File: config.mk
export PLATFORM = sky130hd
export DESIGN_NAME = lpd_ctrl
export DESIGN_NICKNAME = d
export VERILOG_FILES = /design/src/design/lpd_pkg.sv /design/src/design/lpd_ctrl.sv
export SDC_FILE = /design/constraint.sdc
export NUM_CORES = 1
export LEC_CHECK = 0
export ABC_AREA = 1
export BUFFER_PORTS_ARGS = -buffer_cell sky130_fd_sc_hd__buf_2
export CAP_MARGIN = 10
export CORE_MARGIN = 2
export CORE_UTILIZATION = 50
export DETAILED_ROUTE_END_ITERATION = 6
export GPL_TIMING_DRIVEN = 1
export PLACE_DENSITY_LB_ADDON = 0.08
export SLEW_MARGIN = 5
export SYNTH_ARGS = -nofsm -noshare
export SYNTH_HDL_FRONTEND = slang
export SYNTH_SLANG_ARGS = --single-unit
export TNS_END_PERCENT = 20
File: constraint.sdc
create_clock -name clk -period 2 [get_ports clk]
set_clock_uncertainty 0.2 [all_clocks]
set_input_delay 0.1 -clock clk [delete_from_list [all_inputs] [get_ports clk]]
set_output_delay 0.1 -clock clk [all_outputs]
set_load 0.02 [all_outputs]
File: src/design/lpd_pkg.sv
`timescale 1ns / 1ps
package lpd_pkg;

  localparam logic signed [33:0] HALF_PI_Q28  = 34'sd421657428;
  localparam logic signed [33:0] PI_Q28       = 34'sd843314857;
  localparam logic signed [33:0] TWO_PI_Q28   = 34'sd1686629713;
  localparam logic signed [33:0] CORDIC_K_Q30 = 34'sd652032874;
  localparam logic [19:0]        G0_Q16       = 20'd642690;
  localparam logic signed [45:0] G_LUNAR_Q20  = 46'sd1698693;
  localparam logic [15:0]        DT_MAX       = 16'd6553;
  localparam logic [16:0]        ONE_Q16      = 17'd65536;
  localparam logic [4:0]         CORDIC_LAST  = 5'd27;
  localparam logic [5:0]         DIV_LAST     = 6'd63;

  typedef enum logic [2:0] {
    CFG_DRY_MASS  = 3'd0,
    CFG_INIT_PROP = 3'd1,
    CFG_MAX_THR   = 3'd2,
    CFG_MIN_THR   = 3'd3,
    CFG_ISP       = 3'd4,
    CFG_INERTIA   = 3'd5,
    CFG_RCS       = 3'd6
  } cfg_idx_t;

  typedef enum logic [1:0] {
    STAT_OK       = 2'd0,
    STAT_NOT_INIT = 2'd1,
    STAT_INVALID  = 2'd2
  } status_t;

  typedef enum logic [4:0] {
    U_THR, U_THRUST, U_BNUM, U_BDEN, U_BDIV, U_BURN, U_MASS,
    U_TQ1, U_TQ2, U_TQ3, U_TQDIV, U_RATE, U_PMUL, U_PITCH, U_CORD,
    U_AXMUL, U_AXNUM, U_AXDIV, U_AX, U_AZMUL, U_AZNUM, U_AZDIV, U_AZ,
    U_VXMUL, U_VX, U_VZMUL, U_VZ, U_XMUL, U_X, U_ZMUL, U_Z
  } uop_t;

  typedef struct packed {
    logic    cap;
    logic    load;
    logic    go;
    uop_t    uop;
    logic    res_we;
    status_t status;
  } dp_cmd_t;

  typedef struct packed {
    logic op;
    logic ready;
    logic landed;
    logic dt_ok;
    logic load_ok;
    logic unit_done;
  } dp_stat_t;

  function automatic logic is_div_launch(input uop_t u);
    return u inside {U_BDIV, U_TQDIV, U_AXDIV, U_AZDIV};
  endfunction

  function automatic logic is_launch(input uop_t u);
    return is_div_launch(u) || (u == U_CORD);
  endfunction

  function automatic logic [27:0] atan_q28(input logic [4:0] i);
    case (i)
      5'd0:  return 28'd210828714;
      5'd1:  return 28'd124459457;
      5'd2:  return 28'd65760959;
      5'd3:  return 28'd33381290;
      5'd4:  return 28'd16755422;
      5'd5:  return 28'd8385879;
      5'd6:  return 28'd4193963;
      5'd7:  return 28'd2097109;
      5'd8:  return 28'd1048571;
      5'd9:  return 28'd524287;
      5'd10: return 28'd262144;
      5'd11: return 28'd131072;
      5'd12: return 28'd65536;
      5'd13: return 28'd32768;
      5'd14: return 28'd16384;
      5'd15: return 28'd8192;
      5'd16: return 28'd4096;
      5'd17: return 28'd2048;
      5'd18: return 28'd1024;
      5'd19: return 28'd512;
      5'd20: return 28'd256;
      5'd21: return 28'd128;
      5'd22: return 28'd64;
      5'd23: return 28'd32;
      5'd24: return 28'd16;
      5'd25: return 28'd8;
      5'd26: return 28'd4;
      5'd27: return 28'd2;
      default: return 28'd0;
    endcase
  endfunction

  function automatic logic signed [31:0] sat32(input logic signed [63:0] v);
    if (v > 64'sd2147483647) return 32'sh7fffffff;
    else if (v < -64'sd2147483648) return 32'sh80000000;
    else return v[31:0];
  endfunction

  function automatic logic signed [39:0] sat40(input logic signed [63:0] v);
    if (v > 64'sd549755813887) return 40'sh7fffffffff;
    else if (v < -64'sd549755813888) return 40'sh8000000000;
    else return v[39:0];
  endfunction

  function automatic logic signed [45:0] clamp_acc(input logic signed [63:0] v);
    if (v > 64'sd8796093022208) return 46'sd8796093022208;
    else if (v < -64'sd8796093022208) return -46'sd8796093022208;
    else return v[45:0];
  endfunction

endpackage

File: src/design/lpd_ctrl.sv
`timescale 1ns / 1ps
module lpd_ctrl (
  input  logic              clk,
  input  logic              rst_n,
  input  logic              in_valid,
  output logic              in_ready,
  output logic              out_valid,
  input  logic              out_ready,
  input  lpd_pkg::dp_stat_t stat,
  output lpd_pkg::dp_cmd_t  cmd
);
  import lpd_pkg::*;

  typedef enum logic [4:0] {
    ST_IDLE   = 5'b00001,
    ST_CHECK  = 5'b00010,
    ST_EXEC   = 5'b00100,
    ST_WAIT   = 5'b01000,
    ST_RESULT = 5'b10000
  } state_t;

  state_t  state_r, state_nxt;
  uop_t    uop_r, uop_nxt;
  status_t status_r, status_nxt;
  logic    out_valid_r;
  logic    res_we;

  assign res_we = (state_r == ST_RESULT) && (!out_valid_r || out_ready);

  always_comb begin
    state_nxt  = state_r;
    uop_nxt    = uop_r;
    status_nxt = status_r;
    case (state_r)
      ST_IDLE: begin
        if (in_valid) state_nxt = ST_CHECK;
      end
      ST_CHECK: begin
        state_nxt = ST_RESULT;
        if (!stat.op) begin
          status_nxt = stat.load_ok ? STAT_OK : STAT_INVALID;
        end else if (!stat.ready) begin
          status_nxt = STAT_NOT_INIT;
        end else if (!stat.dt_ok) begin
          status_nxt = STAT_INVALID;
        end else begin
          status_nxt = STAT_OK;
          // landed vehicle: report state as is
          if (!stat.landed) begin
            uop_nxt   = U_THR;
            state_nxt = ST_EXEC;
          end
        end
      end
      ST_EXEC: begin
        if (is_launch(uop_r)) state_nxt = ST_WAIT;
        else if (uop_r == U_Z) state_nxt = ST_RESULT;
        else uop_nxt = uop_t'(uop_r + 5'd1);
      end
      ST_WAIT: begin
        if (stat.unit_done) begin
          uop_nxt   = uop_t'(uop_r + 5'd1);
          state_nxt = ST_EXEC;
        end
      end
      ST_RESULT: begin
        if (res_we) state_nxt = ST_IDLE;
      end
      default: state_nxt = ST_IDLE;
    endcase
  end

  always_ff @(posedge clk) begin
    if (!rst_n) begin
      state_r     <= ST_IDLE;
      uop_r       <= U_THR;
      status_r    <= STAT_OK;
      out_valid_r <= 1'b0;
    end else begin
      state_r  <= state_nxt;
      uop_r    <= uop_nxt;
      status_r <= status_nxt;
      if (res_we) out_valid_r <= 1'b1;
      else if (out_ready) out_valid_r <= 1'b0;
    end
  end

  assign in_ready = (state_r == ST_IDLE);
  assign out_valid = out_valid_r;

  assign cmd.cap    = (state_r == ST_IDLE) && in_valid;
  assign cmd.load   = (state_r == ST_CHECK) && !stat.op;
  assign cmd.go     = (state_r == ST_EXEC);
  assign cmd.uop    = uop_r;
  assign cmd.res_we = res_we;
  assign cmd.status = status_r;
endmodule

==> results.sh <==
export IMPL_syn_cell_area_um2=897.1
export IMPL_netSwitchingPower_uw=203.5
export IMPL_ir_drop_v=0.0004349
export IMPL_viasPerCell=4.853
export IMPL_wl_met1_um=974
export IMPL_cp_top_family="buffers and inverters"
export IMPL_arrival_ns=1.89
export IMPL_critPathSlowestCell="dlygate4sd3_1"
export IMPL_switching_share_pct=33.24
export IMPL_antenna_found_initial=0
export IMPL_drt_iter0_drc=14
export IMPL_path_class="reg2reg"
export IMPL_maxCapViolCount=0
export IMPL_relSlewSlack_pct=80.76
export IMPL_end_kind="flip-flop"
export IMPL_ys_warn_count=0
export IMPL_start_util_pct=52.53
export IMPL_comb_power_share_pct=25.7
export IMPL_remaining_drc_errors=0
export IMPL_cts_buffers_inserted=3
export IMPL_cts_tree="yes"
export IMPL_clock_path_buffers=2
export IMPL_crit_buf_inv=3
export IMPL_cp_required_ns=2.01
export IMPL_fin_nets=187
export IMPL_synth_fp_nets=154
export IMPL_async_flop_share_pct=0
export IMPL_pwr_share_seq_pct=47.3
export IMPL_worst_path_max_fanout=6
export IMPL_period_needed_ns=1.880
export IMPL_die_width_um=46.36
export IMPL_antenna_cells=0
export IMPL_top_layer_used="met4"
export IMPL_fin_tns_setup_ns=0
export IMPL_wl_met2_um=1076
export IMPL_row_count=15
export IMPL_insertion_delay_ns=0.27
export IMPL_synth_cells=140
export IMPL_final_hold_viol_count=0
export IMPL_cts_sinks=13
export IMPL_grt_pass1_vias=824
export IMPL_hpwlAfterDp_um=1610
export IMPL_nFillCells=155
export IMPL_rsz0062_at_grt="false"
export IMPL_dr_pass1_iters=4
export IMPL_crit_path_start_kind="flip-flop"
export IMPL_routed_wl_um=2141
export IMPL_path_cells="inv_2 -> nor2_2 -> nand3_2 -> inv_2 -> nand3b_1 -> dlygate4sd3_1 -> a21oi_1"
export IMPL_setup_viol=0
export IMPL_post_cts_buffers=0
export IMPL_yosysTopAreaCellShare_pct=29.01
export IMPL_path_common_cell="inv_2"
export IMPL_grt_usage_pct=21.89
export IMPL_critPathMaxStageDelay_ns=0.56
export IMPL_setup_ws_ns=0.1199
export IMPL_portBuffers=22
export IMPL_areaGrowthSynthToFinish_pct=26.50
export IMPL_htree_levels=1
export IMPL_die_area_um2=2149
export IMPL_power_density_nw_per_um2=539.5
export IMPL_overflow=0
export IMPL_worstSetupStartpoint="state_r[1]"
export IMPL_core_area_um2=1708
export IMPL_synth_seq_area_share_pct=29.01
export IMPL_synth_cell_types=23
export IMPL_synthTopCellsByArea="dfxtp_1 29%, nand2_1 12%, nand3_1 8.9%"
export IMPL_antenna_left=0
export IMPL_status="finished clean"
export IMPL_wl_met3_um=79
export IMPL_worst_slew_pin_slew_ns=0.2868
export IMPL_fmax_mhz=531.9
export IMPL_leakage_nw=0.5562
export IMPL_internal_power_uw=408.7
export IMPL_place_gp_congestion=0.8501
export IMPL_yosysTopAreaCell="dfxtp_1"
export IMPL_fin_crit_sh_pct=94.00
export IMPL_die_y_um=46.36
export IMPL_synthFlopType="dfxtp_1"
export IMPL_dp_worst_setup_slack_ns=0.1932
export IMPL_p_clk_share_pct=26.9
export IMPL_boundaryPins=23
export IMPL_grt_pass1_wl_um=3325
export IMPL_wire_per_inst_um=10.87
export IMPL_avgSynthCellArea_um2=6.408
export IMPL_ys_seq_elements=13
export IMPL_yosysMostFrequentCell="nand2_1"
export IMPL_root_buffer="clkbuf_4"
export IMPL_synth_edf_count=0
export IMPL_clkSlewWorstSetupHoldPaths_ns=0.08
export IMPL_grt_max_degree=10
export IMPL_hp_class="in2reg"
export IMPL_r2r_start="state_r[1]"
export IMPL_min_from="stat[0]"
export IMPL_vias=956
export IMPL_yosys_top_cells_count="29 x nand2_1, 21 x nor2_1, 16 x inv_1, 16 x nand3_1, 13 x dfxtp_1"
export IMPL_final_layout_size_suffix_gt1_share_pct=27.91
export IMPL_report_final_slew_viol_count=0
[worst register-to-register path, stage by stage, from the launching register on]
cell and delay [ns]:
dfxtp_1 0.41, inv_2 0.06, nor2_2 0.09, nand3_2 0.16, inv_2 0.13, nand3b_1 0.07, dlygate4sd3_1 0.56, a21oi_1 0.13
[metal layers]
layer	vias up	GRT usage [%]
li1	506	-
met1	424	26.78
met2	24	38.61
met3	2	4.706
met4	0	5.143
met5	-	0
[cell type report]
type | count | area [um^2] | area share (%)
sequential | 13 | 262.8 | 23.15
multi-input combinational | 103 | 548.0 | 48.29
clock buffer | 4 | 26.28 | 2.315
tap | 25 | 31.28 | 2.756
inverter | 23 | 86.33 | 7.607
timing repair buffer | 29 | 180.2 | 15.88
[layout by cell type (no fill, tap or decap), types with 6 or more instances in the layout]
| cell type | synthesis | layout |
|---|---|---|
| buf_2 | 0 | 22 |
| nand3_1 | 16 | 16 |
| dfxtp_1 | 13 | 11 |
| nand2_1 | 29 | 29 |
| dlygate4sd3_1 | 0 | 7 |
| nor2_1 | 21 | 21 |
| inv_2 | 6 | 6 |
| inv_1 | 16 | 16 |
| a21oi_1 | 6 | 6 |
[flip-flops by register name (all words and copies together), names as in the netlist]
register and flops:
uop_r 5, status_r 2, out_valid 1, state_r 5
[per-stage QoR]
step	hold slack (ns)	cell area [um^2]	instances	total power [mW]	utilization, %
final	0.02292	1135	197	0.6122	66.45
after global placement	0.1495	1031	186	0.4386	60.37
after floorplan	-0.01543	897.1	140	0.3976	-
after CTS	0.01274	1127	197	0.6123	66.01
after global routing	0.01778	1135	197	0.6487	66.45
after detailed placement	0.1521	1031	186	0.4410	60.37
[power by group through the flow]
stage	clock network, mW	logic, mW	registers (mW)
final	0.165	0.158	0.290
after global routing	0.182	0.176	0.291
after CTS	0.167	0.156	0.289
after detailed placement	0	0.146	0.295
after global placement	0	0.145	0.294
after floorplan	0	0.0973	0.300
[timing repair]
item	4_1_cts	5_1_grt
gates resized for setup	0	3
setup endpoints to repair	0	5
hold buffers	7	0
endpoints found under the hold margin	8	0
[cell families (layout without fill, tap and decap cells)]
| kind of cell | count (synthesis) | after routing | share of synthesized area (%) |
|---|---|---|---|
| and+or+nand+nor | 88 | 88 | 46.58 |
| buffers and inverters | 24 | 56 | 10.46 |
| DFF | 13 | 13 | 29.01 |
| AOI/OAI and AO/OA | 9 | 9 | 6.416 |
| adders and majority gates | 4 | 4 | 5.579 |
| xor gates and xnor gates | 2 | 2 | 1.953 |
[final timing paths]
check                     end  slack (ns)  cells after the start
setup reg to reg  status_r[0]        0.12                      7
hold reg to reg   status_r[0]        0.27                      2
setup / recovery  status_r[0]        0.12                      7
hold / removal     state_r[3]        0.02                      4
Note: power is estimated with default switching activity, not from simulation.
